### config.mk
export PLATFORM = sky130hd
export DESIGN_NAME = pmst_vertex_unit
export DESIGN_NICKNAME = d
export VERILOG_FILES = /design/src/rtl/core/pmst_pkg.sv /design/src/rtl/core/pmst_vertex_unit.sv
export SDC_FILE = /design/constraint.sdc
export NUM_CORES = 2
export LEC_CHECK = 0
export BUFFER_PORTS_ARGS = -buffer_cell sky130_fd_sc_hd__buf_2
export CAP_MARGIN = 20
export CORE_MARGIN = 5
export CORE_UTILIZATION = 57
export CTS_CLUSTER_SIZE = 20
export DETAILED_ROUTE_END_ITERATION = 8
export PLACE_DENSITY_LB_ADDON = 0.08
export SETUP_SLACK_MARGIN = 0.2
export SLEW_MARGIN = 20
export SYNTH_ARGS = -nofsm -noshare
export SYNTH_HDL_FRONTEND = slang
export SYNTH_SLANG_ARGS = --single-unit
### constraint.sdc
create_clock -name clk -period 5.3 [get_ports clk]
set_clock_uncertainty 0.15 [all_clocks]
set_input_delay 0.265 -clock clk [delete_from_list [all_inputs] [get_ports clk]]
set_output_delay 0.265 -clock clk [all_outputs]
set_load 0.1 [all_outputs]
### src/rtl/core/pmst_pkg.sv
// ----------------------------------------------------------------------------
// pmst_pkg: shared types and constants of the dense-matrix spanning tree block
// Command and result payloads, operation codes, sequencer states and the
// control group passed to the vertex state unit.
// ----------------------------------------------------------------------------
package pmst_pkg;

	localparam int ROW_W    = 6;
	localparam int COL_W    = 6;
	localparam int WEIGHT_W = 16;
	localparam int COST_W   = 22;
	localparam int VCOUNT_W = 7;

	localparam int COST_MAX = 2097151;
	localparam int COST_MIN = -2097152;

	localparam logic OP_WRITE   = 1'b0;
	localparam logic OP_COMPUTE = 1'b1;

	typedef struct packed {
		logic                       op;
		logic [ROW_W-1:0]           row;
		logic [COL_W-1:0]           col;
		logic signed [WEIGHT_W-1:0] weight;
	} cmd_t;

	typedef struct packed {
		logic signed [COST_W-1:0] total_cost;
		logic                     connected;
	} result_t;

	typedef enum logic [2:0] {
		S_IDLE,
		S_CLEAR,
		S_RELAX,
		S_DRAIN,
		S_NEXT,
		S_SUM,
		S_DONE
	} state_t;

	typedef struct packed {
		logic clear;
		logic relax;
		logic restart;
	} vu_ctl_t;

endpackage

### src/rtl/core/pmst_vertex_unit.sv
// ----------------------------------------------------------------------------
// pmst_vertex_unit: per-vertex state memory with relaxation and minimum search
// Holds tree membership, distance and parent of each vertex in one memory.
// A relax sweep reads each vertex, updates it against the selected row and
// writes it back in the following cycle while tracking the next vertex to select.
// ----------------------------------------------------------------------------
module pmst_vertex_unit #(
	parameter int MAX_VERTICES = 64,
	parameter int WEIGHT_BITS  = 16
) (
	input  logic                              clk,
	input  logic                              arst_n,
	input  pmst_pkg::vu_ctl_t                 ctl,
	input  logic [$clog2(MAX_VERTICES)-1:0]   addr,
	input  logic [$clog2(MAX_VERTICES)-1:0]   sel,
	input  logic signed [WEIGHT_BITS-1:0]     edge_w,
	output logic                              best_found,
	output logic [$clog2(MAX_VERTICES)-1:0]   best_idx,
	output logic                              rd_in_tree,
	output logic [$clog2(MAX_VERTICES)-1:0]   rd_parent
);
	import pmst_pkg::*;

	localparam int IDX_W = $clog2(MAX_VERTICES);
	localparam int DEPTH = 1 << IDX_W;
	localparam int VS_W  = 2 + WEIGHT_BITS + IDX_W;

	logic [VS_W-1:0]               vmem [DEPTH];
	logic [VS_W-1:0]               rdata_q;
	logic                          rlx_s1;
	logic [IDX_W-1:0]              idx_s1;
	logic                          best_found_q;
	logic [IDX_W-1:0]              best_idx_q;
	logic signed [WEIGHT_BITS-1:0] best_dist_q;

	logic                          old_in, old_valid;
	logic signed [WEIGHT_BITS-1:0] old_dist;
	logic                          new_in, new_valid;
	logic signed [WEIGHT_BITS-1:0] new_dist;
	logic [IDX_W-1:0]              new_par;
	logic                          cand;
	logic                          wr_en;
	logic [IDX_W-1:0]              wr_addr;
	logic [VS_W-1:0]               wr_data;

	assign old_in    = rdata_q[VS_W-1];
	assign old_valid = rdata_q[VS_W-2];
	assign old_dist  = rdata_q[IDX_W+WEIGHT_BITS-1:IDX_W];

	assign rd_in_tree = old_in;
	assign rd_parent  = rdata_q[IDX_W-1:0];

	always_comb begin
		new_in    = old_in;
		new_valid = old_valid;
		new_dist  = old_dist;
		new_par   = rdata_q[IDX_W-1:0];
		if (idx_s1 == sel) begin
			new_in = 1'b1;
		end else if (!old_in && edge_w != '0 && (!old_valid || edge_w < old_dist)) begin
			new_valid = 1'b1;
			new_dist  = edge_w;
			new_par   = sel;
		end
		// Strict compare keeps the lowest index on a tie, since indexes ascend.
		cand = !new_in && new_valid && (!best_found_q || new_dist < best_dist_q);
	end

	always_comb begin
		wr_en = ctl.clear || rlx_s1;
		if (ctl.clear) begin
			wr_addr = addr;
			wr_data = {1'b0, (addr == '0), {WEIGHT_BITS{1'b0}}, {IDX_W{1'b0}}};
		end else begin
			wr_addr = idx_s1;
			wr_data = {new_in, new_valid, new_dist, new_par};
		end
	end

	always_ff @(posedge clk) begin
		rdata_q <= vmem[addr];
		if (wr_en) begin
			vmem[wr_addr] <= wr_data;
		end
	end

	always_ff @(posedge clk or negedge arst_n) begin
		if (!arst_n) begin
			rlx_s1       <= 1'b0;
			best_found_q <= 1'b0;
		end else begin
			rlx_s1 <= ctl.relax;
			if (ctl.restart) begin
				best_found_q <= 1'b0;
			end else if (rlx_s1 && cand) begin
				best_found_q <= 1'b1;
			end
		end
	end

	always_ff @(posedge clk) begin
		idx_s1 <= addr;
		if (rlx_s1 && cand && !ctl.restart) begin
			best_idx_q  <= idx_s1;
			best_dist_q <= new_dist;
		end
	end

	assign best_found = best_found_q;
	assign best_idx   = best_idx_q;

endmodule
**After elaboration in Yosys (flattened, before gate mapping)**

Memory sizes are Yosys's and may differ from the RTL's. A register that Yosys moved wholly into a read port is not among the register bits.
Index checks and enable logic that the tools add are counted.

- Flip-flop bits (word level): 30
- RAM bits: 1,536
- Input port bits: 33
- Output and inout port bits: 14
- Logic and storage cells: 39
- Memories kept: 1

- $lt $le $gt $ge: 2
- Equal/unequal tests: 1
- Multiplexer cells: 13
- Reduce and logical (&&, ||, !) cells: 17

Memories:

| name | words | bits a word | read ports | clocked after memory_dff | wr ports | line | text |
|---|---|---|---|---|---|---|---|
| vmem | 64 | 24 | 1 | 1 | 1 | pmst_vertex_unit.sv:28 | `logic [VS_W-1:0] vmem [DEPTH];` |

Operator list:

| kind | number |
|---|---|
| 16-bit < comparator | 2 |
| 16-bit 2-to-1 mux | 2 |
| 24-bit 2-to-1 mux | 1 |
| 6-bit 2-to-1 mux | 3 |
| 16-bit nonzero test | 1 |
| 1-bit 2-to-1 mux | 7 |
| 6-bit equality test | 1 |
| 1-bit logical AND | 6 |
| 6-bit logical NOT | 1 |
| 1-bit logical NOT | 5 |
| 1-bit logical OR | 3 |
| 2-bit nonzero test | 1 |

**Depth between registers and ports, before layout**

- Word-level depth: 11
- Mapped depth: 15
- Depth with buffers taken out: 14

**Worst setup path after synthesis**

Ideal clock, no wire load.

- Path type: register to register
- From: register rdata_q[11], read port of vmem
- To: register best_dist_q[0] (enable)
- Library setup time: 435 ps
- Arrival: 4,938 ps
- Required time: 4,715 ps
- Setup slack: -223 ps
- Stages on the path, launching flop included: 16
- Path buffers: 1
- Clock period less this slack: 5,523 ps
- Cell sequence: dfxtp_1 > inv_1 > ha_1 > nand2_1 > nor3_1 > a21oi_1 > o311ai_1 > buf_2 > mux2_1 > ha_1 > and3_1 > nand4_1 > o21ai_0 > nor2_1 > and3b_1 > a211oi_1

- Word-level cells in the longest chain between the ends: 10
- Elaborated cells on any way between the ends: 13
- Those cells by class: order compare: 2; mux: 4; reduce/logical: 7

RTL lines:

| element | line | text |
|---|---|---|
| start, declared | pmst_vertex_unit.sv:29 | `logic [VS_W-1:0] rdata_q;` |
| 16-bit < comparator | pmst_vertex_unit.sv:60 | `end else if (!old_in && edge_w != '0 && (!old_valid \|\| edge_w < old_dist)) begin` |
| 1-bit logical OR | pmst_vertex_unit.sv:60 |  |
| 1-bit logical AND | pmst_vertex_unit.sv:60 |  |
| 16-bit 2-to-1 mux | pmst_vertex_unit.sv:60 |  |
| 16-bit 2-to-1 mux | pmst_vertex_unit.sv:58 | `if (idx_s1 == sel) begin` |
| net new_dist[15] | pmst_vertex_unit.sv:39 | `logic signed [WEIGHT_BITS-1:0] new_dist;` |
| 16-bit < comparator | pmst_vertex_unit.sv:66 | `cand = !new_in && new_valid && (!best_found_q \|\| new_dist < best_dist_q);` |
| 1-bit logical OR | pmst_vertex_unit.sv:66 |  |
| 1-bit logical AND | pmst_vertex_unit.sv:66 |  |
| 1-bit logical AND (2 in a row) | pmst_vertex_unit.sv:103 | `if (rlx_s1 && cand && !ctl.restart) begin` |
| end signal, assigned | pmst_vertex_unit.sv:105 | `best_dist_q <= new_dist;` |
| end, declared | pmst_vertex_unit.sv:34 | `logic signed [WEIGHT_BITS-1:0] best_dist_q;` |

The timed path passes the listed nets, and every way through them passes these cells.
A chain may end at the register's enable or synchronous reset.

**Worst setup path after layout**

- From: register rdata_q[19], read port of vmem
- To: register best_idx_q[3], in the netlist best_idx[3] (enable)

- Word-level cells in the longest chain between the ends: 10
- Elaborated cells on any way between the ends: 13
- Those cells by class: order compare: 2; mux: 4; reduce/logical: 7

RTL lines:

| element | line | text |
|---|---|---|
| 16-bit < comparator | pmst_vertex_unit.sv:60 |  |
| 1-bit logical OR | pmst_vertex_unit.sv:60 |  |
| 1-bit logical AND | pmst_vertex_unit.sv:60 |  |
| 16-bit 2-to-1 mux | pmst_vertex_unit.sv:60 |  |
| 16-bit 2-to-1 mux | pmst_vertex_unit.sv:58 |  |
| net new_dist[15] | pmst_vertex_unit.sv:39 |  |
| 16-bit < comparator | pmst_vertex_unit.sv:66 |  |
| 1-bit logical OR | pmst_vertex_unit.sv:66 |  |
| 1-bit logical AND | pmst_vertex_unit.sv:66 |  |
| 1-bit logical AND (2 in a row) | pmst_vertex_unit.sv:103 |  |
| end signal, assigned | pmst_vertex_unit.sv:104 | `best_idx_q <= idx_s1;` |
| end, declared | pmst_vertex_unit.sv:33 | `logic [IDX_W-1:0] best_idx_q;` |

The timed path passes the listed nets, and every way through them passes these cells.

==> results_dict.tcl <==
set metrics [dict create \
    min_path_type "in2reg" \
    cts.sinks 1590 \
    drive_above_1_share 0.338 \
    setup_viol_count_final 0 \
    h-tree-depth 4 \
    rsz0062_at_grt "no" \
    p_per_area_mw_per_mm2 396 \
    most-common-layout-cells "edfxtp_1, mux4_2, clkbuf_16" \
    dp_hpwl_um 83200 \
    route.detailed.drc 0 \
    numCtsBuffers 159 \
    wirelength_um 151000 \
    synth_seq_area_share 0.775 \
    coreArea_sq_mm 0.107 \
    end_kind "flip-flop" \
    clk_pin_slew_ns 0.06 \
    yosysWarnings 0 \
    grt.overflow.total 0 \
    die_y_um 338 \
    status "finished, final reports clean" \
    grt_pass1_vias 28800 \
    cp_max_fo 12 \
    fin_tns_setup_ns 0 \
    wl_per_cell_um 35.3 \
    cts-root-buf "clkbuf_16" \
    synth_area_per_cell_sq_um 24.3 \
    fmax_mhz 210 \
    r2r_end "best_idx[3]" \
    fin_nets 2798 \
    startpoint "rdata_q[19]" \
    final_common_cell "edfxtp_1" \
    clockBufferDepth 3 \
    dpl_cell_area_sq_mm 0.0642 \
    post_cts_resized 0 \
    cts_setup_buffers 0 \
    fin_crit_sh 0.897 \
    path_class "reg2reg" \
    antenna_found_initial 17 \
    final_cells 4276 \
    worst_slew_pin_slew_ns 1.16 \
    peakVddDrop_mv 0.283 \
    grt_max_degree 132 \
    cap_viol_max_count 0 \
    dp.cells 3945 \
    viasPerCell 6.66 \
    holdPathStages 2 \
    worstRegToRegCells 15 \
    ys_seq_elements 1590 \
    num_vias 28500 \
    drt_iter0_drc 4034 \
    synth_top_area_cell "edfxtp_1" \
    insertion_delay_ns 0.77 \
    synthesis.nets 2586 \
    hold_violations 0 \
    slew_headroom 0.228 \
    ys.flop_type "edfxtp_1" \
    die_x_um 338 \
    worstSetupStartpointType "flip-flop" \
    fillers 6817 \
    yosys-top-cells-area "edfxtp_1, mux4_2, dfxtp_1, ha_1, nor2_1" \
    rows 120 \
    cp.arrival_ns 5.05 \
    synth_edf_count 1558 \
    min_delay_worst_endpoint "idx_s1[0]" \
    synthArstFlopShare 0.00126 \
    ant_nets 0 \
    port-buffer-count 46 \
    synth_top_area_frac 0.764 \
    gp_congestion 0.876 \
    cts_tree "done" \
    r2r_slack_ns 0.55 \
    period_needed_ns 4.75 \
    leakage_nw 22.1 \
    area_delta_synth_final_pct 13.9 \
    netlist_area_sq_mm 0.0612 \
    r2r-start "rdata_q[19]" \
    holdCritStartpoint "addr[0]" \
    required_ns 5.59 \
    postCtsHoldBufs 26 \
    final_max_slew_viol_count 0 \
    postSynthCellCount 2523 \
    floorplan.initialDensity 0.573 \
    ios 47 \
    grt.total_usage 0.272 \
    yosysUniqueCellTypes 46 \
    final_area_sq_mm 0.0697 \
    dieArea_sq_mm 0.114 \
    grt_pass1_wl_um 214000 \
    drt_pass1_iterations 5 \
]
-- cells by family (layout without fill, tap and decap cells) --
logic type / Yosys count / in the layout / synth area share
compound gates: 50 / 50 / 0.00525
xor+xnor: 6 / 6 / 0.000858
fa+ha+maj: 30 / 30 / 0.00613
buf+inv: 163 / 506 / 0.0119
flops: 1590 / 1590 / 0.775
mux: 529 / 529 / 0.190
other cells: 0 / 7 / 0
simple gates: 155 / 155 / 0.0114
-- cell usage after synthesis, types with 3 or more instances --
cell	n
a211oi_1	3
a21o_1	3
a21oi_1	9
a31oi_1	5
and2_1	16
and3_1	3
buf_1	24
buf_2	34
buf_4	8
buf_6	6
clkbuf_1	55
dfxtp_1	30
edfxtp_1	1558
ha_1	30
inv_1	34
mux2_1	14
mux2_2	3
mux2i_1	8
mux4_2	504
nand2_1	26
nand2b_1	4
nand3_1	5
nand4_1	4
nor2_1	81
nor4_1	7
o21a_1	6
o21ai_0	11
o21ai_1	3
xor2_1	6
-- registers in the layout (all words and copies together), names as in the netlist --
register,cells
rlx_s1,1
best_found,1
best_dist_q,16
best_idx,6
idx_s1,6
vmem,1536
rdata_q,24
-- critical path, stage by stage (launching register included) --
cell       delay (ns)
dfxtp_1          0.34
inv_1            0.06
ha_1             0.29
a21o_1           0.20
a2111oi_0        0.43
o22a_1           0.26
o311ai_4         0.24
mux2_1           0.46
ha_1             0.39
and3_1           0.25
nand4_1          0.14
o21ai_0          0.19
nor4_1           0.33
mux2i_1          0.18
a211oi_4         0.25
buf_4            0.27
-- how the worst max path moves through the flow --
stage / endpoint / slack, ns / depth (start not counted)
floorplan: best_dist_q[0] / 0.52 / 15
global placement: best_idx[0] / 0.71 / 16
CTS: best_idx[0] / 0.59 / 16
global route: best_idx[1] / 0.30 / 16
finish: best_idx[3] / 0.55 / 15
detailed placement: best_idx[0] / 0.60 / 16
-- per-stage QoR --
stage / hold slack, ns / total power (W) / setup WS (ns) / utilization
6_report: 0.122 / 0.0276 / 0.545 / 0.652
5_1_grt: 0.103 / 0.0284 / 0.302 / 0.652
4_1_cts: 0.0613 / 0.0278 / 0.593 / 0.651
3_5_place_dp: -0.0611 / 0.0168 / 0.601 / 0.600
3_3_place_gp: -0.0618 / 0.0167 / 0.709 / 0.598
2_1_floorplan: -0.181 / 0.0159 / 0.520 / -
-- routing by layer --
metal	track usage	routed length, um	vias to the layer above
met3	0.0587	14200	208
met5	0	55	-
met2	0.422	72500	1386
met1	0.407	60900	15600
li1	-	-	11300
met4	0.0695	3420	8
-- area by class of cell --
type                    count  area [sq um]  area share
well taps                1403          1760      0.0252
inverters                  36           143     0.00205
multi-input cells         770         13500       0.194
clock inverters            98           972      0.0139
repair buffers            178          1720      0.0247
flip-flops and latches   1590         47400       0.680
diodes                      7          17.5    0.000251
clock buffers             194          4180      0.0600
-- power breakdown --
group	internal [W]	switching (W)	leakage [nW]	total, W
Clock	0.00646	0.00462	2.50	0.0111
Combinational	0.000700	0.00146	5.11	0.00216
Sequential	0.0143	0.0000561	14.5	0.0144
Total	0.0215	0.00614	22.1	0.0276
(Power assumes the default switching activity.)
